<file path="src/rtl/pdq_pkg.sv">
`default_nettype none
package pdq_pkg;

    localparam int DEPTH_DEF = 64;
    localparam int WORD_W    = 32;
    localparam int FUNC_W    = 3;
    localparam int STAT_W    = 2;

    localparam logic [FUNC_W-1:0] FN_PUSH_FRONT = 3'd0;
    localparam logic [FUNC_W-1:0] FN_PUSH_BACK  = 3'd1;
    localparam logic [FUNC_W-1:0] FN_INSERT     = 3'd2;
    localparam logic [FUNC_W-1:0] FN_POP_FRONT  = 3'd3;
    localparam logic [FUNC_W-1:0] FN_POP_BACK   = 3'd4;
    localparam logic [FUNC_W-1:0] FN_REMOVE     = 3'd5;
    localparam logic [FUNC_W-1:0] FN_CLEAR      = 3'd6;
    localparam logic [FUNC_W-1:0] FN_SORT       = 3'd7;

    localparam logic [STAT_W-1:0] ST_OK    = 2'd0;
    localparam logic [STAT_W-1:0] ST_EMPTY = 2'd1;
    localparam logic [STAT_W-1:0] ST_FULL  = 2'd2;
    localparam logic [STAT_W-1:0] ST_RANGE = 2'd3;

    typedef logic signed [WORD_W-1:0] word_t;

endpackage
`default_nettype wire

</file>
<file path="src/rtl/pdq_ram.sv">
`default_nettype none
module pdq_ram #(
    parameter int DEPTH = pdq_pkg::DEPTH_DEF,
    parameter int AW    = $clog2(DEPTH)
) (
    input  wire logic            aclk,
    input  wire logic            we,
    input  wire logic [AW-1:0]   waddr,
    input  wire pdq_pkg::word_t  wdata,
    input  wire logic [AW-1:0]   raddr,
    output pdq_pkg::word_t       rdata
);

    pdq_pkg::word_t mem [DEPTH];
    pdq_pkg::word_t rdata_reg;

    always_ff @(posedge aclk) begin
        if (we) begin
            mem[waddr] <= wdata;
        end
        rdata_reg <= mem[raddr];
    end

    assign rdata = rdata_reg;

endmodule
`default_nettype wire

</file>
<file path="src/rtl/positional_deque_with_sort.sv">
// Channel   Direction  Signals
// s_        in         s_valid, s_ready, s_func, s_position, s_value
// m_        out        m_valid, m_ready, m_popped_value, m_count, m_status
//
// One transaction at a time; s_ready is high only while the sequencer idles.
// Insert/push moves entries from the position on up one, then writes; remove/pop reads
// the entry, then moves later entries down. Sort: a selection sort over the single memory
// read port and comparator. Clear and failed commands go straight to the result. aresetn
// is sync. A result waits in the output register; the next command is taken meanwhile.
`default_nettype none
module positional_deque_with_sort #(
    parameter int DEPTH = pdq_pkg::DEPTH_DEF,
    parameter int AW    = $clog2(DEPTH),
    parameter int CW    = $clog2(DEPTH + 1)
) (
    input  wire logic                        aclk,
    input  wire logic                        aresetn,
    input  wire logic                        s_valid,
    output logic                             s_ready,
    input  wire logic [pdq_pkg::FUNC_W-1:0]  s_func,
    input  wire logic [CW-1:0]               s_position,
    input  wire pdq_pkg::word_t              s_value,
    output logic                             m_valid,
    input  wire logic                        m_ready,
    output pdq_pkg::word_t                   m_popped_value,
    output logic [CW-1:0]                    m_count,
    output logic [pdq_pkg::STAT_W-1:0]       m_status
);

    localparam logic [3:0] S_IDLE   = 4'd0;
    localparam logic [3:0] S_FIN    = 4'd1;
    localparam logic [3:0] S_INS    = 4'd2;
    localparam logic [3:0] S_INS_W  = 4'd3;
    localparam logic [3:0] S_RM_R0  = 4'd4;
    localparam logic [3:0] S_RM_CAP = 4'd5;
    localparam logic [3:0] S_RM     = 4'd6;
    localparam logic [3:0] S_RM_W   = 4'd7;
    localparam logic [3:0] S_SO_I   = 4'd8;
    localparam logic [3:0] S_SO_IC  = 4'd9;
    localparam logic [3:0] S_SO_J   = 4'd10;
    localparam logic [3:0] S_SO_JC  = 4'd11;
    localparam logic [3:0] S_SO_SW  = 4'd12;
    localparam logic [3:0] S_SO_SW2 = 4'd13;

    localparam logic [CW-1:0] FULL_CNT = CW'(DEPTH);
    localparam logic [CW-1:0] ONE      = CW'(1);

    logic [3:0]                   state_reg, state_next;
    logic [CW-1:0]                cnt_reg, cnt_next;
    logic [CW-1:0]                pos_reg, pos_next;
    logic [CW-1:0]                i_reg, i_next;
    logic [CW-1:0]                j_reg, j_next;
    logic [CW-1:0]                m_reg, m_next;
    pdq_pkg::word_t               val_reg, val_next;
    pdq_pkg::word_t               iv_reg, iv_next;
    pdq_pkg::word_t               minv_reg, minv_next;
    pdq_pkg::word_t               pop_reg, pop_next;
    logic [pdq_pkg::STAT_W-1:0]   st_reg, st_next;
    logic                         ovalid_reg, ovalid_next;
    pdq_pkg::word_t               opop_reg, opop_next;
    logic [CW-1:0]                ocnt_reg, ocnt_next;
    logic [pdq_pkg::STAT_W-1:0]   ost_reg, ost_next;

    logic            ram_we;
    logic [AW-1:0]   ram_waddr, ram_raddr;
    pdq_pkg::word_t  ram_wdata, ram_rdata;
    logic [CW-1:0]   i_dec, i_inc;
    logic            accept;

    pdq_ram #(.DEPTH(DEPTH), .AW(AW)) u_ram (
        .aclk  (aclk),
        .we    (ram_we),
        .waddr (ram_waddr),
        .wdata (ram_wdata),
        .raddr (ram_raddr),
        .rdata (ram_rdata)
    );

    assign s_ready        = (state_reg == S_IDLE);
    assign accept         = s_valid && s_ready;
    assign i_dec          = i_reg - ONE;
    assign i_inc          = i_reg + ONE;
    assign m_valid        = ovalid_reg;
    assign m_popped_value = opop_reg;
    assign m_count        = ocnt_reg;
    assign m_status       = ost_reg;

    always_comb begin
        state_next  = state_reg;
        cnt_next    = cnt_reg;
        pos_next    = pos_reg;
        i_next      = i_reg;
        j_next      = j_reg;
        m_next      = m_reg;
        val_next    = val_reg;
        iv_next     = iv_reg;
        minv_next   = minv_reg;
        pop_next    = pop_reg;
        st_next     = st_reg;
        ovalid_next = ovalid_reg && !m_ready;
        opop_next   = opop_reg;
        ocnt_next   = ocnt_reg;
        ost_next    = ost_reg;
        ram_we      = 1'b0;
        ram_waddr   = i_reg[AW-1:0];
        ram_wdata   = val_reg;
        ram_raddr   = i_reg[AW-1:0];

        case (state_reg)
            S_IDLE: begin
                if (accept) begin
                    pop_next   = '0;
                    st_next    = pdq_pkg::ST_OK;
                    val_next   = s_value;
                    state_next = S_FIN;
                    case (s_func)
                        pdq_pkg::FN_PUSH_FRONT, pdq_pkg::FN_PUSH_BACK,
                        pdq_pkg::FN_INSERT: begin
                            if (cnt_reg == FULL_CNT) begin
                                st_next = pdq_pkg::ST_FULL;
                            end else if (s_func == pdq_pkg::FN_PUSH_FRONT) begin
                                pos_next   = '0;
                                i_next     = cnt_reg;
                                state_next = S_INS;
                            end else if (s_func == pdq_pkg::FN_PUSH_BACK) begin
                                pos_next   = cnt_reg;
                                i_next     = cnt_reg;
                                state_next = S_INS;
                            end else if (s_position > cnt_reg) begin
                                st_next = pdq_pkg::ST_RANGE;
                            end else begin
                                pos_next   = s_position;
                                i_next     = cnt_reg;
                                state_next = S_INS;
                            end
                        end
                        pdq_pkg::FN_POP_FRONT, pdq_pkg::FN_POP_BACK,
                        pdq_pkg::FN_REMOVE: begin
                            if (cnt_reg == '0) begin
                                st_next = pdq_pkg::ST_EMPTY;
                            end else if (s_func == pdq_pkg::FN_POP_FRONT) begin
                                pos_next   = '0;
                                state_next = S_RM_R0;
                            end else if (s_func == pdq_pkg::FN_POP_BACK) begin
                                pos_next   = cnt_reg - ONE;
                                state_next = S_RM_R0;
                            end else if (s_position >= cnt_reg) begin
                                st_next = pdq_pkg::ST_RANGE;
                            end else begin
                                pos_next   = s_position;
                                state_next = S_RM_R0;
                            end
                        end
                        pdq_pkg::FN_CLEAR: begin
                            cnt_next = '0;
                        end
                        default: begin
                            i_next     = '0;
                            state_next = S_SO_I;
                        end
                    endcase
                end
            end
            S_INS: begin
                if (i_reg == pos_reg) begin
                    ram_we     = 1'b1;
                    ram_waddr  = pos_reg[AW-1:0];
                    ram_wdata  = val_reg;
                    cnt_next   = cnt_reg + ONE;
                    state_next = S_FIN;
                end else begin
                    ram_raddr  = i_dec[AW-1:0];
                    state_next = S_INS_W;
                end
            end
            S_INS_W: begin
                ram_we     = 1'b1;
                ram_waddr  = i_reg[AW-1:0];
                ram_wdata  = ram_rdata;
                i_next     = i_dec;
                state_next = S_INS;
            end
            S_RM_R0: begin
                ram_raddr  = pos_reg[AW-1:0];
                state_next = S_RM_CAP;
            end
            S_RM_CAP: begin
                pop_next   = ram_rdata;
                i_next     = pos_reg;
                state_next = S_RM;
            end
            S_RM: begin
                if (i_inc >= cnt_reg) begin
                    cnt_next   = cnt_reg - ONE;
                    state_next = S_FIN;
                end else begin
                    ram_raddr  = i_inc[AW-1:0];
                    state_next = S_RM_W;
                end
            end
            S_RM_W: begin
                ram_we     = 1'b1;
                ram_waddr  = i_reg[AW-1:0];
                ram_wdata  = ram_rdata;
                i_next     = i_inc;
                state_next = S_RM;
            end
            S_SO_I: begin
                if (i_inc >= cnt_reg) begin
                    state_next = S_FIN;
                end else begin
                    ram_raddr  = i_reg[AW-1:0];
                    state_next = S_SO_IC;
                end
            end
            S_SO_IC: begin
                iv_next    = ram_rdata;
                minv_next  = ram_rdata;
                m_next     = i_reg;
                j_next     = i_inc;
                state_next = S_SO_J;
            end
            S_SO_J: begin
                if (j_reg >= cnt_reg) begin
                    state_next = S_SO_SW;
                end else begin
                    ram_raddr  = j_reg[AW-1:0];
                    state_next = S_SO_JC;
                end
            end
            S_SO_JC: begin
                if (ram_rdata < minv_reg) begin
                    minv_next = ram_rdata;
                    m_next    = j_reg;
                end
                j_next     = j_reg + ONE;
                state_next = S_SO_J;
            end
            S_SO_SW: begin
                if (m_reg != i_reg) begin
                    ram_we     = 1'b1;
                    ram_waddr  = m_reg[AW-1:0];
                    ram_wdata  = iv_reg;
                    state_next = S_SO_SW2;
                end else begin
                    i_next     = i_inc;
                    state_next = S_SO_I;
                end
            end
            S_SO_SW2: begin
                ram_we     = 1'b1;
                ram_waddr  = i_reg[AW-1:0];
                ram_wdata  = minv_reg;
                i_next     = i_inc;
                state_next = S_SO_I;
            end
            S_FIN: begin
                if (!ovalid_reg || m_ready) begin
                    ovalid_next = 1'b1;
                    opop_next   = pop_reg;
                    ocnt_next   = cnt_reg;
                    ost_next    = st_reg;
                    state_next  = S_IDLE;
                end
            end
            default: begin
                state_next = S_IDLE;
            end
        endcase
    end

    always_ff @(posedge aclk) begin
        if (!aresetn) begin
            state_reg  <= S_IDLE;
            cnt_reg    <= '0;
            ovalid_reg <= 1'b0;
        end else begin
            state_reg  <= state_next;
            cnt_reg    <= cnt_next;
            ovalid_reg <= ovalid_next;
        end
        pos_reg  <= pos_next;
        i_reg    <= i_next;
        j_reg    <= j_next;
        m_reg    <= m_next;
        val_reg  <= val_next;
        iv_reg   <= iv_next;
        minv_reg <= minv_next;
        pop_reg  <= pop_next;
        st_reg   <= st_next;
        opop_reg <= opop_next;
        ocnt_reg <= ocnt_next;
        ost_reg  <= ost_next;
    end

    a_cnt_bound: assert property (@(posedge aclk) disable iff (!aresetn)
        cnt_reg <= FULL_CNT)
        else $error("element count above depth");

    a_fin_emits: assert property (@(posedge aclk) disable iff (!aresetn)
        (state_reg == S_FIN && (!ovalid_reg || m_ready)) |=> (m_valid && s_ready))
        else $error("result not presented after completion");

    a_empty_cnt: assert property (@(posedge aclk) disable iff (!aresetn)
        (m_valid && m_status == pdq_pkg::ST_EMPTY) |-> (m_count == '0))
        else $error("empty status with nonzero count");

    a_full_cnt: assert property (@(posedge aclk) disable iff (!aresetn)
        (m_valid && m_status == pdq_pkg::ST_FULL) |-> (m_count == FULL_CNT))
        else $error("full status with count below depth");

endmodule
`default_nettype wire
</file>
<file path="config.mk">
export PLATFORM = sky130hd
export DESIGN_NAME = positional_deque_with_sort
export DESIGN_NICKNAME = d
export VERILOG_FILES = /design/src/rtl/pdq_pkg.sv /design/src/rtl/pdq_ram.sv /design/src/rtl/positional_deque_with_sort.sv
export SDC_FILE = /design/constraint.sdc
export NUM_CORES = 2
export LEC_CHECK = 0
export ABC_AREA = 1
export BUFFER_PORTS_ARGS = -buffer_cell sky130_fd_sc_hd__buf_2
export CELL_PAD_IN_SITES_DETAIL_PLACEMENT = 2
export CELL_PAD_IN_SITES_GLOBAL_PLACEMENT = 2
export CORE_MARGIN = 8
export CORE_UTILIZATION = 43
export CTS_CLUSTER_SIZE = 14
export DETAILED_ROUTE_END_ITERATION = 6
export HOLD_SLACK_MARGIN = 0.06
export MAX_ROUTING_LAYER = met4
export PLACE_DENSITY_LB_ADDON = 0.1
export REMOVE_ABC_BUFFERS = 1
export SLEW_MARGIN = 20
export SYNTH_ARGS = -nofsm -noshare
export SYNTH_HDL_FRONTEND = slang
export SYNTH_SLANG_ARGS = --single-unit
</file>
<file path="constraint.sdc">
create_clock -name aclk -period 5.13 [get_ports aclk]
set_input_delay 1.026 -clock aclk [delete_from_list [all_inputs] [get_ports aclk]]
set_output_delay 1.026 -clock aclk [all_outputs]
set_load 0.05 [all_outputs]
</file>
Word level (Yosys, flattened, before mapping) --
Memories as Yosys holds them, arrays and structs flattened. A register that Yosys moved wholly into a read port is not among the register bits. Cells that the tools add are included.
Operators by class: $mul 0, magnitude comparators 5, $add $sub $neg 5, shift operators 0, div/mod/pow operators 0, reduce and logical (&&, ||, !) cells 29, equality and inequality tests 36, bitwise operators 0, muxes and demuxes 71
Operators by type and width (count):
- $mux W7 | 19
- $pmux W32 S2 | 2
- $mux W32 | 3
- $pmux W32 S3 | 1
- $pmux W7 S2 | 4
- $pmux W4 S12 | 1
- $pmux W7 S5 | 1
- $lt A32 B32 Y1 | 1
- $mux W6 | 5
- $mux W2 | 13
- $eq A4 B4 Y1 const B | 6
- $pmux W6 S4 | 1
- $add A7 B1 Y7 const B | 3
- $ge A7 B7 Y1 | 3
- $mux W3 | 7
- $pmux W7 S3 | 1
- $eq A4 B3 Y1 const B | 4
- $ne A2 B2 Y1 const B | 8
- $sub A7 B1 Y7 const B | 2
- $mux W4 | 3
- $pmux W4 S3 | 1
- $pmux W6 S2 | 1
- $reduce_and A2 Y1 | 5
- $eq A3 B3 Y1 const B | 3
- other kinds (30) | 48
Word-level totals: bits in read-only memories 0, memories 1, memory bits (writable) 2048, input port bits 46, word-level logic and storage cells 162, bits in latches 0, output and inout port bits 43, register bits 211
Memories:
- u_ram.mem | words 64, width 32, read ports 1, clocked after memory_dff 1, write ports 1, line pdq_ram.sv:14 | pdq_pkg::word_t mem [DEPTH];

Depth between registers and ports, before layout --
word-level depth 8, mapped depth 27, mapped depth without buffers 25

Modules after synthesis --
Synthesis repeated with hierarchy kept, for this count alone.
Second synthesis, totals: cell total of the unflattened synthesis 7901, area, all modules 93842.5 um2
By module, submodules not included:
- pdq_ram | instances 1, area each 82785.6 um2, cells an instance 6785, sequential area each 62139.6 um2
- positional_deque_with_sort | instances 1, area each 11056.9 um2, cells an instance 1116, sequential area each 6216.0 um2

Least setup slack after synthesis --
No wires, ideal clock.
kind flip-flop to flip-flop, from register state_reg[1], to register pop_reg[0], enable pin, path buffers 0, path slack 672 ps, clock period less this slack 4458 ps, stages on the path, launching flop included 6, arrival time 3992 ps, data required time 4664 ps, path through dfxtp_1 -> nor2_1 -> inv_1 -> nor2_1 -> inv_1 -> o21ai_0
On the way: longest elaborated chain between the ends 4, elaborated cells between the ends (all ways) 6, those cells by class eq/ne: 2; reduce/logical: 4
Ends and longest elaborated chain:
- from (decl) | line positional_deque_with_sort.sv:48 | logic [3:0] state_reg, state_next;
- from (signal assigned) | line positional_deque_with_sort.sv:278 | state_reg <= state_next;
- $logic_not A4 Y1 * | line positional_deque_with_sort.sv:79 | assign s_ready = (state_reg == S_IDLE);
- named net s_ready | line positional_deque_with_sort.sv:19 | output logic s_ready,
- $logic_and A1 B1 Y1 | line positional_deque_with_sort.sv:80 | assign accept = s_valid && s_ready;
- $ne A2 B1 Y1 (no source line)
- $reduce_and A2 Y1 (no source line) *
- to (signal assigned) | line positional_deque_with_sort.sv:289 | pop_reg <= pop_next;
- to (decl) | line positional_deque_with_sort.sv:57 | pdq_pkg::word_t pop_reg, pop_next;
The timed path passes the listed nets; every way through them passes the cells marked *. A chain may end at the register's enable or synchronous reset.

Final worst setup path --
from register i_reg[0], to register u_ram.rdata_reg[17] (netlist: u_ram.rdata[17]) (read register of u_ram.mem)
On the way: longest elaborated chain between the ends 4, elaborated cells between the ends (all ways) 8, those cells by class add/sub: 2; order compare: 1; eq/ne: 1; mux: 4
Ends and longest elaborated chain:
- from (decl) | line positional_deque_with_sort.sv:51 | logic [CW-1:0] i_reg, i_next;
- from (signal assigned) | line positional_deque_with_sort.sv:283 | i_reg <= i_next;
- $add A7 B1 Y7 | line positional_deque_with_sort.sv:82 | assign i_inc = i_reg + ONE;
- $ge A7 B7 Y1 | line positional_deque_with_sort.sv:193 | if (i_inc >= cnt_reg) begin
- $mux W6 | line positional_deque_with_sort.sv:193
- $pmux W6 S4 * | line positional_deque_with_sort.sv:109 | case (state_reg)
- to (decl) | line pdq_ram.sv:15 | pdq_pkg::word_t rdata_reg;
Every way passes the cells marked *; elsewhere a longest branch is shown, timed or not.

==> results.yml <==
run_status:
  status: "complete, no violations"
power:
  power_frac_seq_pct: 32.9
  p_int_mw: 40.3
  vdd_drop_max_uv: 442
  p_per_area_nw_per_um2: 596
  swShare_pct: 41.9
  p_sw_mw: 29.1
  comb_power_share_pct: 40.5
  p_leak_nw: 45.4
  power_frac_clock_pct: 26.6
synth:
  netlist_instances: 9056
  synth_top_family_by_area: "simple AND/OR/NAND/NOR gates"
  synth_top_area_share_pct: 66.9
  yosysWarnings: 0
  synthAdderAreaFrac_pct: 0.720
  synth_top_cell_by_area: "edfxtp_1"
  syn_area_per_cell_um2: 11.1
  seq_area_frac_synth_pct: 67.8
  synth_cell_type_count: 51
  synth.mux.area_fraction_pct: 0
  synthArstFlopShare_pct: 0
  synthXorXnorAreaFrac_pct: 0.226
  yosys-top-cells-area: "edfxtp_1 (67%), nand3_1 (11%), nand2_1 (5.5%)"
  synth-simple-area-share_pct: 22.2
  synth-compound-area-share_pct: 1.41
  netlist_area_um2: 101000
  dominantRegCellSynth: "edfxtp_1"
  synth_edf_count: 2247
  synth-seq-cells: 2291
finish:
  nets: 9337
  final_cell_mix: "edfxtp_1 (2247), nand3_1 (2108), nand2_1 (1473)"
  fillCellCount: 22968
  utilization_pct: 50.0
  final_common_cell: "edfxtp_1"
  synthToLayoutAreaGrowth_pct: 15.6
  regMostFlops: "u_ram.mem"
  layoutNonFillerInstCount: 12568
  drive_above_1_share_pct: 10.3
  largest_register_ffs: 2048
sta:
  finClkSkew_ns: 0.0430
  fin_ws_ns: 0.209
  finalHoldViolations: 0
  max_freq_mhz: 203
  rsz0062_at_grt: "yes"
  finalCritPeriodShare_pct: 95.9
  setup_viol_count_final: 0
  hold_slack_ns: 0.271
  slew_headroom_pct: 19.2
  tightest_slew_ns: 1.21
  slew_viol_final: 0
  fin_crit_ns: 4.92
detailed_routing:
  firstDrtPassIters: 6
  drtIter0Drc: 7283
  routedWlPerCell_um: 31.8
  viasPerCell: 5.94
  ant_nets: 0
  drc_errors: 0
  wl_mm: 400
  vias: 74703
floorplan:
  dieArea_um2: 250000
  io_pins: 89
  rows: 177
  core_area_um2: 233000
  initial_core_util_pct: 43.3
  die_height_um: 500
  die_x_um: 500
clock_tree:
  cts_tree: "done"
  holdBufCountCts: 0
  htree_levels: 5
  cts_buffers: 279
  cts.root.buffer_cell: "clkbuf_16"
  clock_path_buffers: 4
  numClockSinks: 2291
  clock_latency_ns: 0.94
  clk_pin_slew_worst_paths_ns: 0.06
worst_setup_path:
  worst_setup_path_end_kind: "flip-flop"
  cp.arrival_ns: 5.76
  crit_fanout: 39
  cp.required_ns: 5.97
  crit_type: "flip-flop to flip-flop"
  startpoint_type: "flip-flop"
placed_design:
  dp_slack_ns: -0.400
  gp_congestion: 0.853
  portBuffers: 88
  place_inst: 12082
  dp_hpwl_mm: 231
global_route:
  overflow: 0
  grt_max_degree: 164
  grtUsageTotal_pct: 32.0
  grt_antenna_before_repair: 25
  grt_pass1_vias: 81151
  grt_pass1_wl_mm: 573
job:
  cap_violations: 0
min_path:
  hp-class: "primary input to flip-flop"
## critical path, stage by stage, from the launching register on
cell,delay (ns)
edfxtp_1,0.37
ha_1,0.26
nand4_1,0.15
nor2_1,0.15
xor2_1,0.27
ha_1,0.32
a21o_1,0.20
nor2_1,0.20
nand2_1,0.17
nand2_1,0.24
nand4_1,0.16
nand2_1,0.20
nand2_8,0.18
clkinv_16,0.26
buf_12,0.26
buf_4,0.24
nand3_1,0.09
nand3_1,0.10
nand3_1,0.16
nand3_1,0.27
nand3_2,0.31
nand2_1,0.18
## cells in the mapped netlist, types with 3 or more instances
| library cell | instances |
|---|---|
| inv_1 | 1374 |
| nand3b_1 | 704 |
| o211ai_1 | 6 |
| buf_1 | 43 |
| o31ai_1 | 3 |
| inv_2 | 4 |
| clkbuf_1 | 200 |
| dfxtp_1 | 44 |
| nand4_1 | 10 |
| xnor2_1 | 12 |
| nand2_1 | 1475 |
| xor2_1 | 14 |
| o22ai_1 | 44 |
| nor3_1 | 11 |
| edfxtp_1 | 2247 |
| a221o_1 | 31 |
| buf_4 | 8 |
| nand2_2 | 3 |
| nor2_1 | 166 |
| a22oi_1 | 4 |
| a31oi_1 | 6 |
| a211oi_1 | 4 |
| buf_2 | 312 |
| clkinv_1 | 4 |
| nor2_4 | 3 |
| o221ai_1 | 6 |
| a21oi_1 | 46 |
| ha_1 | 58 |
| a21o_1 | 3 |
| o21ai_0 | 45 |
| nand3_1 | 2136 |
## metal layers
layer / wire [um] / GRT usage, % / up-vias
met2: 198000 / 53.5 / 2915
met3: 25700 / 4.47 / 829
met4: 17100 / 12.7 / 0
met1: 160000 / 39.5 / 39435
li1: - / - / 31524
met5: 0 / - / -
## power by group through the flow
stage	sequential (mW)	clock (mW)	combinational [mW]
global route	22.8	19.4	29.7
detailed placement	23.2	0	27.3
CTS	22.8	18.7	27.7
finish	22.8	18.5	28.1
floorplan	23.1	0	13.0
global placement	23.2	0	26.3
## cell type report
cell class,instances,area [um^2],share of cell area [%]
diodes,6,15.0,0.0129
clock buffers,362,7490,6.43
clock inverters,116,751,0.644
inverters,1384,5250,4.50
multi-input cells,4816,25600,22.0
flip-flops and latches,2291,68400,58.6
well taps,3132,3920,3.36
repair buffers,461,5200,4.46
## worst paths after layout
kind                            startpoint         endpoint  slack, ns  depth (start not counted)
worst max-delay path              i_reg[0]  u_ram.rdata[17]       0.21                         21
worst min-delay path            s_value[5]       val_reg[5]       0.27                          1
worst max register to register    i_reg[0]  u_ram.rdata[17]       0.21                         21
worst min register to register   st_reg[1]      m_status[1]       0.42                          0
## per-stage QoR
step / instance area [um^2] / total power, mW / setup TNS [ns]
floorplan: 98300 / 36.2 / -671.23
global placement: 108000 / 49.5 / -1.12
detailed placement: 108000 / 50.6 / -1.44
CTS: 116000 / 69.3 / 0
global route: 117000 / 71.9 / -0.0320
finish: 117000 / 69.4 / 0
## cells by family after synthesis
family	after synthesis
simple gates	4517
flops	2291
buf+inv	1949
compound gates	215
fa+ha+maj	58
xor+xnor	26
## timing repair
action | 4_1_cts | 5_1_grt
setup buffers | 1 | 0
cloned | 0 | 1
pin swaps | 1 | 0
endpoints found under the setup margin | 13 | 28
hold endpoints to repair | 0 | 0
gates resized for setup | 4 | 44
(Power assumes the default switching activity.)
